$ cat src/rtl/core/gers_pkg.sv
`default_nettype none

package gers_pkg;

  localparam int COORD_WIDTH_DEF = 24;

  localparam int COEF_BITS = 16;
  localparam int COEF_HALF = 32768;
  localparam logic [16:0] COEF_ONE = 17'd65536;

  localparam int BOB_W  = 17;
  localparam int DAMP_W = 16;
  localparam int JUMP_W = 19;
  localparam int CNT_W  = 32;
  localparam int MJSQ_W = 2 * JUMP_W;

  localparam logic [BOB_W-1:0]  BOB_MAX   = 17'd65536;
  localparam logic [BOB_W-1:0]  BOB_RST   = 17'd16384;
  localparam logic [DAMP_W-1:0] DAMP_MAX  = 16'd64880;
  localparam logic [DAMP_W-1:0] DAMP_RST  = 16'd55706;
  localparam logic [JUMP_W-1:0] JUMP_MIN  = 19'd3277;
  localparam logic [JUMP_W-1:0] JUMP_MAX  = 19'd327680;
  localparam logic [JUMP_W-1:0] JUMP_RST  = 19'd32768;

  localparam int PADDR_W = 4;
  localparam int PDATA_W = 32;

  localparam logic [1:0] REG_BOB  = 2'd0;
  localparam logic [1:0] REG_DAMP = 2'd1;
  localparam logic [1:0] REG_JUMP = 2'd2;

  typedef struct packed {
    logic load;
    logic seed;
    logic sq;
    logic mrg;
    logic bob;
    logic fin;
  } ctl_t;

endpackage

`default_nettype wire

$ cat src/rtl/core/gers_merge.sv
`default_nettype none

module gers_merge #(
  parameter int COORD_WIDTH = gers_pkg::COORD_WIDTH_DEF
) (
  input  wire                              clk_i,
  input  wire                              rst_ni,
  input  wire gers_pkg::ctl_t              ctl_i,
  input  wire [2*COORD_WIDTH-1:0]          sq_x_i,
  input  wire [2*COORD_WIDTH-1:0]          sq_y_i,
  input  wire [2*COORD_WIDTH-1:0]          sq_z_i,
  input  wire [2:0]                        big_i,
  input  wire [gers_pkg::MJSQ_W-1:0]       jump_sq_i,
  output logic                             refuse_o,
  output logic [gers_pkg::CNT_W-1:0]       count_o
);

  localparam int SW = (2*COORD_WIDTH + 2 > gers_pkg::MJSQ_W) ?
                      2*COORD_WIDTH + 2 : gers_pkg::MJSQ_W;

  logic [SW-1:0]              dist_d;
  logic                       refuse_q;
  logic [gers_pkg::CNT_W-1:0] count_q;

  assign dist_d = SW'(sq_x_i) + SW'(sq_y_i) + SW'(sq_z_i);

  always_ff @(posedge clk_i or negedge rst_ni) begin
    if (!rst_ni) begin
      refuse_q <= 1'b0;
      count_q  <= '0;
    end else begin
      if (ctl_i.mrg) begin
        refuse_q <= (|big_i) || (dist_d > SW'(jump_sq_i));
      end
      // saturating refusal count
      if (ctl_i.bob && refuse_q && !(&count_q)) begin
        count_q <= count_q + 1'b1;
      end
    end
  end

  assign refuse_o = refuse_q;
  assign count_o  = count_q;

endmodule

`default_nettype wire

$ cat config.mk
export PLATFORM = sky130hd
export DESIGN_NAME = gers_merge
export DESIGN_NICKNAME = d
export VERILOG_FILES = /design/src/rtl/core/gers_pkg.sv /design/src/rtl/core/gers_merge.sv
export SDC_FILE = /design/constraint.sdc
export NUM_CORES = 1
export LEC_CHECK = 0
export BUFFER_PORTS_ARGS = -buffer_cell sky130_fd_sc_hd__buf_2
export CORE_MARGIN = 10
export CORE_UTILIZATION = 35
export CTS_CLUSTER_DIAMETER = 100
export CTS_CLUSTER_SIZE = 28
export DETAILED_ROUTE_END_ITERATION = 8
export GPL_TIMING_DRIVEN = 0
export PLACE_DENSITY = 0.64
export SYNTH_ARGS = -nofsm -noshare
export SYNTH_HDL_FRONTEND = slang
export SYNTH_SLANG_ARGS = --single-unit
$ cat constraint.sdc
create_clock -name clk_i -period 5.8 [get_ports clk_i]
set_input_delay 0.58 -clock clk_i [delete_from_list [all_inputs] [get_ports clk_i]]
set_output_delay 0.58 -clock clk_i [all_outputs]
set_load 0.05 [all_outputs]
==> metrics.txt <==
overall routing resource usage=roughly 16%; largest net degree at the start of global routing=34; hold buffers post-CTS=0; Worst-path clk slew=0.05 ns; clk sink count=33; setup ws final=-0.214 ns; initial drt markers=236; ys flop type=dfrtp_1; status=finished with violations; reg2reg setup slack=around 2.6 ns; CP Data Arrival Time=around 6 ns; synthesized area=6070 sq um; maximum root-to-sink buffer count=2; vias per inst=about 5.0; # setup viols final=1; minimum clock period after layout=roughly 6.0 ns; Pwr Density=between 200 and 250 nW/um^2; count leader, synth=ha_1; Worst slew margin=50.6%; Synth cell types=56; die width=152 um; required time worst endpoint=5.94 ns; root buffer cell=clkbuf_16; Nets=between 1000 and 1500; overall via count from detail_route=6018; R2R depth=10; skew final=approximately 0.0035 ns; register area share after synthesis=13.6%; CTS buffer count=5; RSZ-0062 raised after global routing=yes; mux share of post-synthesis cell area=0.865%; CP max-delay cell=fa_2; FF-to-FF End=count_o[22]; Top cell by count, worst path=buf_4; CTS tree=done; Core Util, Final=45.9%; antenna-violating nets left=0; most common library cells after synthesis=86 x ha_1, 66 x nand2_1, 61 x a21oi_1, 59 x inv_1, 51 x nor2_1; Compound-Gate Fraction of Synth Area=about a fifth; IO buf count=between 200 and 250; first-pass GRT wire length=29.7 mm; Yosys reg bits=33; Die Y=around 150 um; gr ovfl total=0; core area=17200 sq um; Crit Path Class=input port to flip-flop; GPL Wtd Cong=0.895; Max Slew Vio Count=0; Synth warnings=0; multi-input logic area=5060 sq um; Max Cap Viol=0; P_leak=4.01 nW; vias in the first global route=6250; DIE AREA=between 20000 and 25000 sq um; WL per Instance=around 15 um; post-synthesis adder-cell area fraction=between 30% and 40%; Worst setup SP type=input port; P&R area growth vs syn=29.7%; Synth Area per Inst=8.39 sq um; Crit. End Element=flip-flop; clock latency on the worst-skew pair=~0.27 ns; Register Area=between 800 and 900 sq um; final hold violations=0; DRT Pass-1 Iters=5; Min-Delay Path Class=input port to async pin; num ports=226; crit-path max cell delay=0.50 ns; Async SR Flop Fraction=100%; top cell type's share of synthesized area=17.7%; Post-synth EDFFs=0; Syn Inst Count=roughly 720; failing checks=negative setup slack; number of fillers in the final layout=between 1500 and 2000; Finished Cell Area=7880 sq um; FMAX=166 MHz; Final Cycle Share=104%; Worst-Margin Slew=0.742 ns; DRT Wirelength=18.3 mm; post-synth top area cell=ha_1; post-synthesis xor/xnor area fraction=9.81%; H-tree levels=2; DRC viols=0; Cell Rows=48; reg2reg start=count_o[6]; crit-path max FO=6; main combinational cell family by area after synthesis=adder cells; Area contributors post-synth=ha_1 18%, fa_1 16%, dfrtp_1 14%, xnor2_1 6.1%, a21oi_1 5.0%; share of cells above drive strength 1=28.1%; VDD IR-drop max=0.146 mV; initial antenna violation count=1; HPWL Detailed=about 16 mm; syn_nets=1052; post-synthesis simple-gate area fraction=16.4%; placed inst area=7480 sq um; initial core utilization=35.4%
==> worst max-delay path, delay by kind of cell <==
family          cells  cell delay [ns]
fa+ha+maj           4             1.37
compound gates      9             2.32
simple gates        5             0.61
xor+xnor            1             0.19
buf+inv            11             1.07
==> layout make-up <==
class	instances	share of cell area [%]
Sequential cell	33	10.5
Inverter	59	2.81
Clock inverter	1	0.381
Multi-Input combinational cell	614	64.2
Buffer	18	0.874
Timing Repair Buffer	239	15.8
Tap cell	225	3.57
Clock buffer	7	1.81
Antenna cell	1	0.0318
==> registers in the layout (all words and copies together) (netlist names) <==
| register | flops |
|---|---|
| refuse_o | 1 |
| count_o | 32 |
==> cell families (layout without fill, tap and decap cells) <==
logic type | count (synthesis) | in the layout
fa+ha+maj | 135 | 135
mux | 5 | 5
compound gates | 197 | 197
buf+inv | 77 | 324
flops | 33 | 33
xor+xnor | 68 | 68
simple gates | 209 | 209
other cells | 0 | 1
==> per-layer routing <==
| layer | up-vias | GRT usage, % | share of wire (%) |
|---|---|---|---|
| met3 | 16 | 2.47 | 5.7 |
| li1 | 3080 | - | - |
| met2 | 156 | 26.8 | 48 |
| met5 | - | 0 | 0 |
| met4 | 0 | 2.62 | 1.3 |
| met1 | 2766 | 20.2 | 45 |
==> through the flow <==
| stage | TNS (ns) | setup slack [ns] | hold WS (ns) | total power, mW | std cells |
|---|---|---|---|---|---|
| 2_1_floorplan | 0 | 0.0472 | 0.284 | 1.24 | 724 |
| 3_3_place_gp | -0.794 | -0.794 | 0.476 | 1.57 | 1170 |
| 3_5_place_dp | -0.821 | -0.821 | 0.480 | 1.58 | 1170 |
| 4_1_cts | -0.253 | -0.253 | 0.400 | 1.96 | 1195 |
| 5_1_grt | -0.449 | -0.449 | 0.433 | 2.18 | 1197 |
| 6_report | -0.214 | -0.214 | 0.371 | 1.97 | 1197 |
==> placed cells by master, fill, tap and decap left out, drive strengths merged, types with 6 or more instances in the layout <==
master / Yosys / routed
o21ai: 45 / 45
dfrtp: 33 / 33
fa: 49 / 49
xnor2: 42 / 42
xor2: 26 / 26
a21oi: 61 / 61
nand3: 17 / 17
nor2: 51 / 51
o211ai: 8 / 8
ha: 86 / 86
nand4: 26 / 26
nor3: 14 / 14
clkbuf: 17 / 24
nand2: 66 / 66
buf: 1 / 240
a21o: 31 / 31
inv: 59 / 59
nand2b: 6 / 6
a211oi: 6 / 6
o21a: 8 / 8
a31oi: 8 / 8
==> what timing repair did <==
item	in CTS	in global routing
setup endpoints to repair	1	1
pin swaps	18	10
gates resized for setup	14	6
buffers inserted	17	1
==> report_power, final <==
part	switching [mW]	internal (mW)	total (mW)	leakage, nW
registers	0.0286	0.253	0.282	0.428
clock network	0.0899	0.214	0.304	0.0841
logic	0.794	0.586	1.38	3.50
==> worst max-delay path by stage <==
| stage | start | to | slack [ns] | cells past startpoint |
|---|---|---|---|---|
| 2_1_floorplan | sq_x_i[1] | refuse_o | 0.05 | 22 |
| 3_3_place_gp | sq_x_i[1] | refuse_o | -0.79 | 23 |
| 3_5_place_dp | sq_x_i[1] | refuse_o | -0.82 | 23 |
| 4_1_cts | sq_z_i[1] | refuse_o | -0.25 | 23 |
| 5_1_grt | sq_x_i[2] | refuse_o | -0.45 | 23 |
| 6_report | sq_z_i[1] | refuse_o | -0.21 | 30 |
No activity file was read; power rests on OpenSTA's default activity.
