`src/rtl/core/gers_pkg.sv`:
```
`default_nettype none

package gers_pkg;

  localparam int COORD_WIDTH_DEF = 24;

  localparam int COEF_BITS = 16;
  localparam int COEF_HALF = 32768;
  localparam logic [16:0] COEF_ONE = 17'd65536;

  localparam int BOB_W  = 17;
  localparam int DAMP_W = 16;
  localparam int JUMP_W = 19;
  localparam int CNT_W  = 32;
  localparam int MJSQ_W = 2 * JUMP_W;

  localparam logic [BOB_W-1:0]  BOB_MAX   = 17'd65536;
  localparam logic [BOB_W-1:0]  BOB_RST   = 17'd16384;
  localparam logic [DAMP_W-1:0] DAMP_MAX  = 16'd64880;
  localparam logic [DAMP_W-1:0] DAMP_RST  = 16'd55706;
  localparam logic [JUMP_W-1:0] JUMP_MIN  = 19'd3277;
  localparam logic [JUMP_W-1:0] JUMP_MAX  = 19'd327680;
  localparam logic [JUMP_W-1:0] JUMP_RST  = 19'd32768;

  localparam int PADDR_W = 4;
  localparam int PDATA_W = 32;

  localparam logic [1:0] REG_BOB  = 2'd0;
  localparam logic [1:0] REG_DAMP = 2'd1;
  localparam logic [1:0] REG_JUMP = 2'd2;

  typedef struct packed {
    logic load;
    logic seed;
    logic sq;
    logic mrg;
    logic bob;
    logic fin;
  } ctl_t;

endpackage

`default_nettype wire

```
`src/rtl/core/gers_lane.sv`:
```
`default_nettype none

module gers_lane #(
  parameter int COORD_WIDTH = gers_pkg::COORD_WIDTH_DEF
) (
  input  wire                                clk_i,
  input  wire                                rst_ni,
  input  wire gers_pkg::ctl_t                ctl_i,
  input  wire                                refuse_i,
  input  wire logic signed [COORD_WIDTH-1:0] raw_i,
  input  wire [gers_pkg::BOB_W-1:0]          weight_i,
  input  wire [gers_pkg::BOB_W-1:0]          bob_i,
  input  wire [gers_pkg::JUMP_W-1:0]         jump_i,
  output logic [2*COORD_WIDTH-1:0]           sq_o,
  output logic                               big_o,
  output logic signed [COORD_WIDTH-1:0]      res_o
);

  localparam int CW   = COORD_WIDTH;
  localparam int DW   = CW + 1;
  localparam int PW   = CW + 19;
  localparam int CMPW = (CW > gers_pkg::JUMP_W) ? CW : gers_pkg::JUMP_W;

  logic signed [CW-1:0] mean_q, raw_q, m0_q, m_q;
  logic signed [CW-1:0] m0_d, m_d;
  logic signed [DW-1:0] d_q, d_d, r_d, r_q, m_full, o_full;
  logic [CW-1:0]        abs_q, abs_d;
  logic [2*CW-1:0]      sq_q;
  logic signed [PW-1:0] pw_q, pb_q, pw_rnd, pb_rnd, pw_sh, pb_sh;
  logic                 big_q;

  assign m0_d  = ctl_i.seed ? raw_i : mean_q;
  assign d_d   = {raw_i[CW-1], raw_i} - {m0_d[CW-1], m0_d};
  assign abs_d = d_d[DW-1] ? CW'(-d_d) : d_d[CW-1:0];

  // round to nearest, ties up: floor((p + half) / 2^16)
  assign pw_rnd = pw_q + $signed(PW'(gers_pkg::COEF_HALF));
  assign pw_sh  = pw_rnd >>> gers_pkg::COEF_BITS;
  assign m_full = {m0_q[CW-1], m0_q} + pw_sh[DW-1:0];
  assign m_d    = m_full[CW-1:0];
  assign r_d    = {raw_q[CW-1], raw_q} - {m_d[CW-1], m_d};

  assign pb_rnd = pb_q + $signed(PW'(gers_pkg::COEF_HALF));
  assign pb_sh  = pb_rnd >>> gers_pkg::COEF_BITS;
  assign o_full = {m_q[CW-1], m_q} + pb_sh[DW-1:0];

  always_ff @(posedge clk_i or negedge rst_ni) begin
    if (!rst_ni) begin
      mean_q <= '0;
    end else if (ctl_i.fin) begin
      mean_q <= refuse_i ? m0_q : m_q;
    end
  end

  always_ff @(posedge clk_i) begin
    if (ctl_i.load) begin
      raw_q <= raw_i;
      m0_q  <= m0_d;
      d_q   <= d_d;
      abs_q <= abs_d;
    end
    if (ctl_i.sq) begin
      sq_q  <= abs_q * abs_q;
      pw_q  <= $signed({1'b0, weight_i}) * d_q;
      big_q <= CMPW'(abs_q) > CMPW'(jump_i);
    end
    if (ctl_i.mrg) begin
      m_q <= m_d;
      r_q <= r_d;
    end
    if (ctl_i.bob) begin
      pb_q <= $signed({1'b0, bob_i}) * r_q;
    end
  end

  assign sq_o  = sq_q;
  assign big_o = big_q;
  assign res_o = refuse_i ? m0_q : o_full[CW-1:0];

endmodule

`default_nettype wire

```
`config.mk`:
```
export PLATFORM = sky130hd
export DESIGN_NAME = gers_lane
export DESIGN_NICKNAME = d
export VERILOG_FILES = /design/src/rtl/core/gers_pkg.sv /design/src/rtl/core/gers_lane.sv
export SDC_FILE = /design/constraint.sdc
export NUM_CORES = 2
export LEC_CHECK = 0
export ABC_AREA = 1
export BUFFER_PORTS_ARGS = -buffer_cell sky130_fd_sc_hd__buf_4
export CAP_MARGIN = 20
export CORE_UTILIZATION = 56
export CTS_CLUSTER_SIZE = 40
export DETAILED_ROUTE_END_ITERATION = 8
export GPL_TIMING_DRIVEN = 0
export PLACE_DENSITY = 0.71
export SYNTH_ARGS = -nofsm -noshare
export SYNTH_HDL_FRONTEND = slang
export SYNTH_SLANG_ARGS = --single-unit
```
`constraint.sdc`:
```
create_clock -name clk_i -period 12.99 [get_ports clk_i]
set_input_delay 0 -clock clk_i [delete_from_list [all_inputs] [get_ports clk_i]]
set_output_delay 0 -clock clk_i [all_outputs]
set_load 0.02 [all_outputs]
```
==> reports/results.md <==
| Result | Value |
|---|---|
| Run status | completed |
| Number of pins exceeding their max-slew limit in the final report | 0 |
| Gr ovfl total | 0 |
| P&R area growth vs syn | 6.76% |
| Placement row count | 122 |
| Met1 layer usage reported by global route | 0.446 |
| Global-route wire length before repair | 288000 microns |
| R2R cell count | 27 |
| Transition time at the pin with the least slew margin | 1.16 ns |
| Most crowded layer after global routing | met2 |
| Worst setup slack for register-to-register paths | 4.73 ns |
| Min cycle time layout | 8.26 ns |
| Max-Cap Viols | 0 |
| Mean cell area of the mapped netlist | 8.18 sq um |
| Async set-or-reset flop fraction in the synthesized netlist | 0.0899 |
| Number of buffers added by the clock tree synthesis step | 30 |
| Xor/xnor share of the synthesized area | 0.0357 |
| Max_slew headroom | 0.227 |
| Ranking of synthesized cells by instance count | sky130_fd_sc_hd__inv_1 (2254), sky130_fd_sc_hd__nand2_1 (1802), sky130_fd_sc_hd__fa_1 (1214) |
| Pin count of the biggest net entering global routing | 74 |
| GR Util All Layers | 0.336 |
| # nets final | 9600 |
| Fraction of the mapped netlist area in compound gates | 0.0517 |
| Die extent in y | 336 microns |
| Vias post-DR | 50200 |
| Top-level I/O count | 159 |
| Top post-synthesis cells by area | sky130_fd_sc_hd__fa_1 (39%), sky130_fd_sc_hd__inv_1 (14%), sky130_fd_sc_hd__edfxtp_1 (12%) |
| Via density per instance | 5.38 |
| Initial antenna violation count | 6 |
| Top cell type's share of synthesized area | 0.389 |
| Final worst-path cycle share | 0.636 |
| Combinational family with the most area after synthesis | adder cells |
| Share of post-route cells with drive strength above 1 | 0.0289 |
| Core ar. | 111000 sq um |
| Crit Reg-Reg Startpoint | abs_q[14]$_DFFE_PP_ |
| Post-CTS sizing | 0 |
| Combined area of all synthesized cells | 62400 sq um |
| Via count of the first global-routing pass | 51400 |
| Worst hold-check slack | 0.0987 ns |
| Number of H-tree levels | 1 |
| Antenna viol nets, final | 0 |
| Starting Density | 0.565 |
| Crit path max fanout | 10 |
| Root cell of the clock tree | sky130_fd_sc_hd__clkbuf_16 |
| Die span in x | 336 microns |
| Post-synthesis register bit count | 267 |
| Clock Pin Slew Worst Setup and Hold Paths | 0.07 ns |
| Global-route track usage on met3 | 0.0498 |
| Count of endpoints failing setup in the final report | 0 |
| Final total negative setup slack | 0 ns |
| DRC violation total after the first TritonRoute iteration | 4690 |
| Per-cell routed wire length | 19.7 microns |
| Startpoint-to-endpoint class of the critical path | reg2reg |
| Total of buffers placed on input and output ports | 126 |
| Count of flip-flops with a built-in enable after synthesis | 243 |
| Share of synthesized cell area in full adder, half adder and majority cells | 0.485 |
| Kind of path behind the tightest hold check | in2reg |
| Final routed wirelength across all metal layers | 184000 microns |
| Post-route clock skew | 0.0706 ns |
| Count of buffers added by post-CTS timing repair for setup | 0 |
| Sequential-to-total area share from yosys stat | 0.127 |
| Number of cells produced by synthesis | 7632 |
| Share of cell area taken by muxes after synthesis | 0 |
| Final Core Density | 0.603 |
| Placed wire-length estimate after detailed placement | 156000 microns |
| Cell type of the slowest stage on the worst timing path | sky130_fd_sc_hd__edfxtp_1 |
| Arr. time, crit path | 8.56 ns |
| Worst Path Required | 13.30 ns |
| Detailed-router iteration count before antenna repair | 6 |
| Most used flip-flop cell after synthesis | sky130_fd_sc_hd__edfxtp_1 |
| Met2 usage | 0.547 |
| Highest achievable clock rate | 121 MHz |
| CP Launch Point | abs_q[14]$_DFFE_PP_ |
| DIE AREA | 113000 sq um |
| TritonCTS clock tree | done |
| Worst-skew pair later-pin latency | 0.64 ns |
| Sink count of the clock tree | 267 |
| Net count of the mapped netlist | 9409 |
| Number of warnings printed during yosys synthesis | 0 |
| Share of synthesized cell area in and, or, nand and nor gates | 0.149 |
| Distinct cells, synth | 54 |
| Most frequent cell after synthesis | sky130_fd_sc_hd__inv_1 |
| Crit path to | sq_o[47]$_DFFE_PP_ |
| Number of buffers between clock root and the deepest sink | 3 |
| Endpoint of the lowest-slack register-to-register path | sq_o[47]$_DFFE_PP_ |
| Nature of the critical path endpoint | register |
| Placer congestion estimate | 1.03 |
| RSZ-0062 raised after global routing | no |
| Cell type contributing the most total cell area after synthesis | sky130_fd_sc_hd__fa_1 |
| Critical Path Source Type | register |
| Max incr delay on CP | 0.88 ns |
| Hold buffers post-CTS | 32 |
| Hold Fails Final Rpt | 0 |
| Residual DRC | 0 |
==> worst max-delay path, delay by kind of cell (launching register included) <==
family          cells  cell delay [ns]
flops               1             0.88
simple gates        6             0.70
fa+ha+maj           8             4.09
xor+xnor            1             0.17
buf+inv             8             1.17
compound gates      4             0.94
==> worst min-delay path by stage <==
stage / cells past startpoint / startpoint / slack [ns] / to
floorplan: 0 / rst_ni / -0.30 / mean_q[0]$_DFFE_PN0P_
global placement: 1 / rst_ni / -0.08 / mean_q[15]$_DFFE_PN0P_
detailed placement: 1 / rst_ni / -0.08 / mean_q[15]$_DFFE_PN0P_
CTS: 4 / ctl_i[4] / 0.08 / m0_q[13]$_DFFE_PP_
global route: 1 / ctl_i[3] / 0.12 / pw_q[15]$_DFFE_PP_
finish: 4 / ctl_i[4] / 0.1 / m0_q[13]$_DFFE_PP_
==> layout make-up <==
| class | count | area, sq um |
|---|---|---|
| multi-input combinational | 4839 | 45000 |
| fill | 9863 | 43900 |
| inverter | 2258 | 8480 |
| sequential | 267 | 7900 |
| tap | 1488 | 1860 |
| timing repair buffer | 159 | 1300 |
| buffer | 268 | 1020 |
| clock buffer | 32 | 758 |
| clock inverter | 24 | 288 |
| antenna | 2 | 5.00 |
==> layer usage <==
metal / up-vias / share of wire
met4: 4 / 0.054
met1: 24700 / 0.39
li1: 22600 / -
met3: 541 / 0.089
met5: - / 0.00014
met2: 2372 / 0.47
==> per-stage QoR <==
step,setup WS (ns),area (sq um),cells
floorplan,6.61,62400,7632
global placement,4.98,65200,9246
detailed placement,4.95,65200,9247
CTS,4.91,66600,9335
global route,4.44,66600,9336
finish,4.73,66600,9337
==> logic make-up (layout without fill, tap and decap cells) <==
family	Yosys count	count (layout)
buf+inv	2526	2741
simple gates	2333	2333
fa+ha+maj	1691	1691
compound gates	562	562
flops	267	267
xor+xnor	252	252
other cells	1	3
==> placed cells by master (no fill, tap or decap), types with 4 or more instances in the layout <==
master and count:
sky130_fd_sc_hd__clkbuf_1 267, sky130_fd_sc_hd__inv_8 5, sky130_fd_sc_hd__nor2_1 271, sky130_fd_sc_hd__nand3_2 5, sky130_fd_sc_hd__o21bai_1 23, sky130_fd_sc_hd__a21boi_0 5
sky130_fd_sc_hd__fa_1 1214, sky130_fd_sc_hd__nand2_1 1802, sky130_fd_sc_hd__a21oi_1 236, sky130_fd_sc_hd__o21ai_1 7, sky130_fd_sc_hd__o21ai_0 143, sky130_fd_sc_hd__and3_1 7
sky130_fd_sc_hd__inv_1 2254, sky130_fd_sc_hd__o21ai_2 4, sky130_fd_sc_hd__nand4_1 49, sky130_fd_sc_hd__nor4_1 14, sky130_fd_sc_hd__dlygate4sd3_1 31, sky130_fd_sc_hd__o2111ai_1 4
sky130_fd_sc_hd__o211ai_1 8, sky130_fd_sc_hd__nand2_2 8, sky130_fd_sc_hd__xor2_1 159, sky130_fd_sc_hd__a31o_2 4, sky130_fd_sc_hd__a31oi_1 51, sky130_fd_sc_hd__clkinv_1 7
sky130_fd_sc_hd__o221ai_1 8, sky130_fd_sc_hd__o31ai_1 5, sky130_fd_sc_hd__nor2_2 10, sky130_fd_sc_hd__edfxtp_1 243, sky130_fd_sc_hd__nand3_1 112, sky130_fd_sc_hd__bufinv_16 4
sky130_fd_sc_hd__buf_4 127, sky130_fd_sc_hd__a211oi_1 11, sky130_fd_sc_hd__ha_1 477, sky130_fd_sc_hd__o21a_1 13, sky130_fd_sc_hd__dfrtp_1 24, sky130_fd_sc_hd__nor3_1 42
sky130_fd_sc_hd__a21o_1 31, sky130_fd_sc_hd__clkbuf_16 30, sky130_fd_sc_hd__xnor2_1 90
==> sequential cells by signal, summed over array words and instances (netlist names) <==
register and flops:
d_q 25, pb_q 25, big_o 1, abs_q 23
m0_q 24, sq_o 47, raw_q 24, r_q 25
mean_q 24, pw_q 25, m_q 24
Power is not shown: default switching activity piles up to over one toggle a cycle in this logic, so the estimate is an artifact.
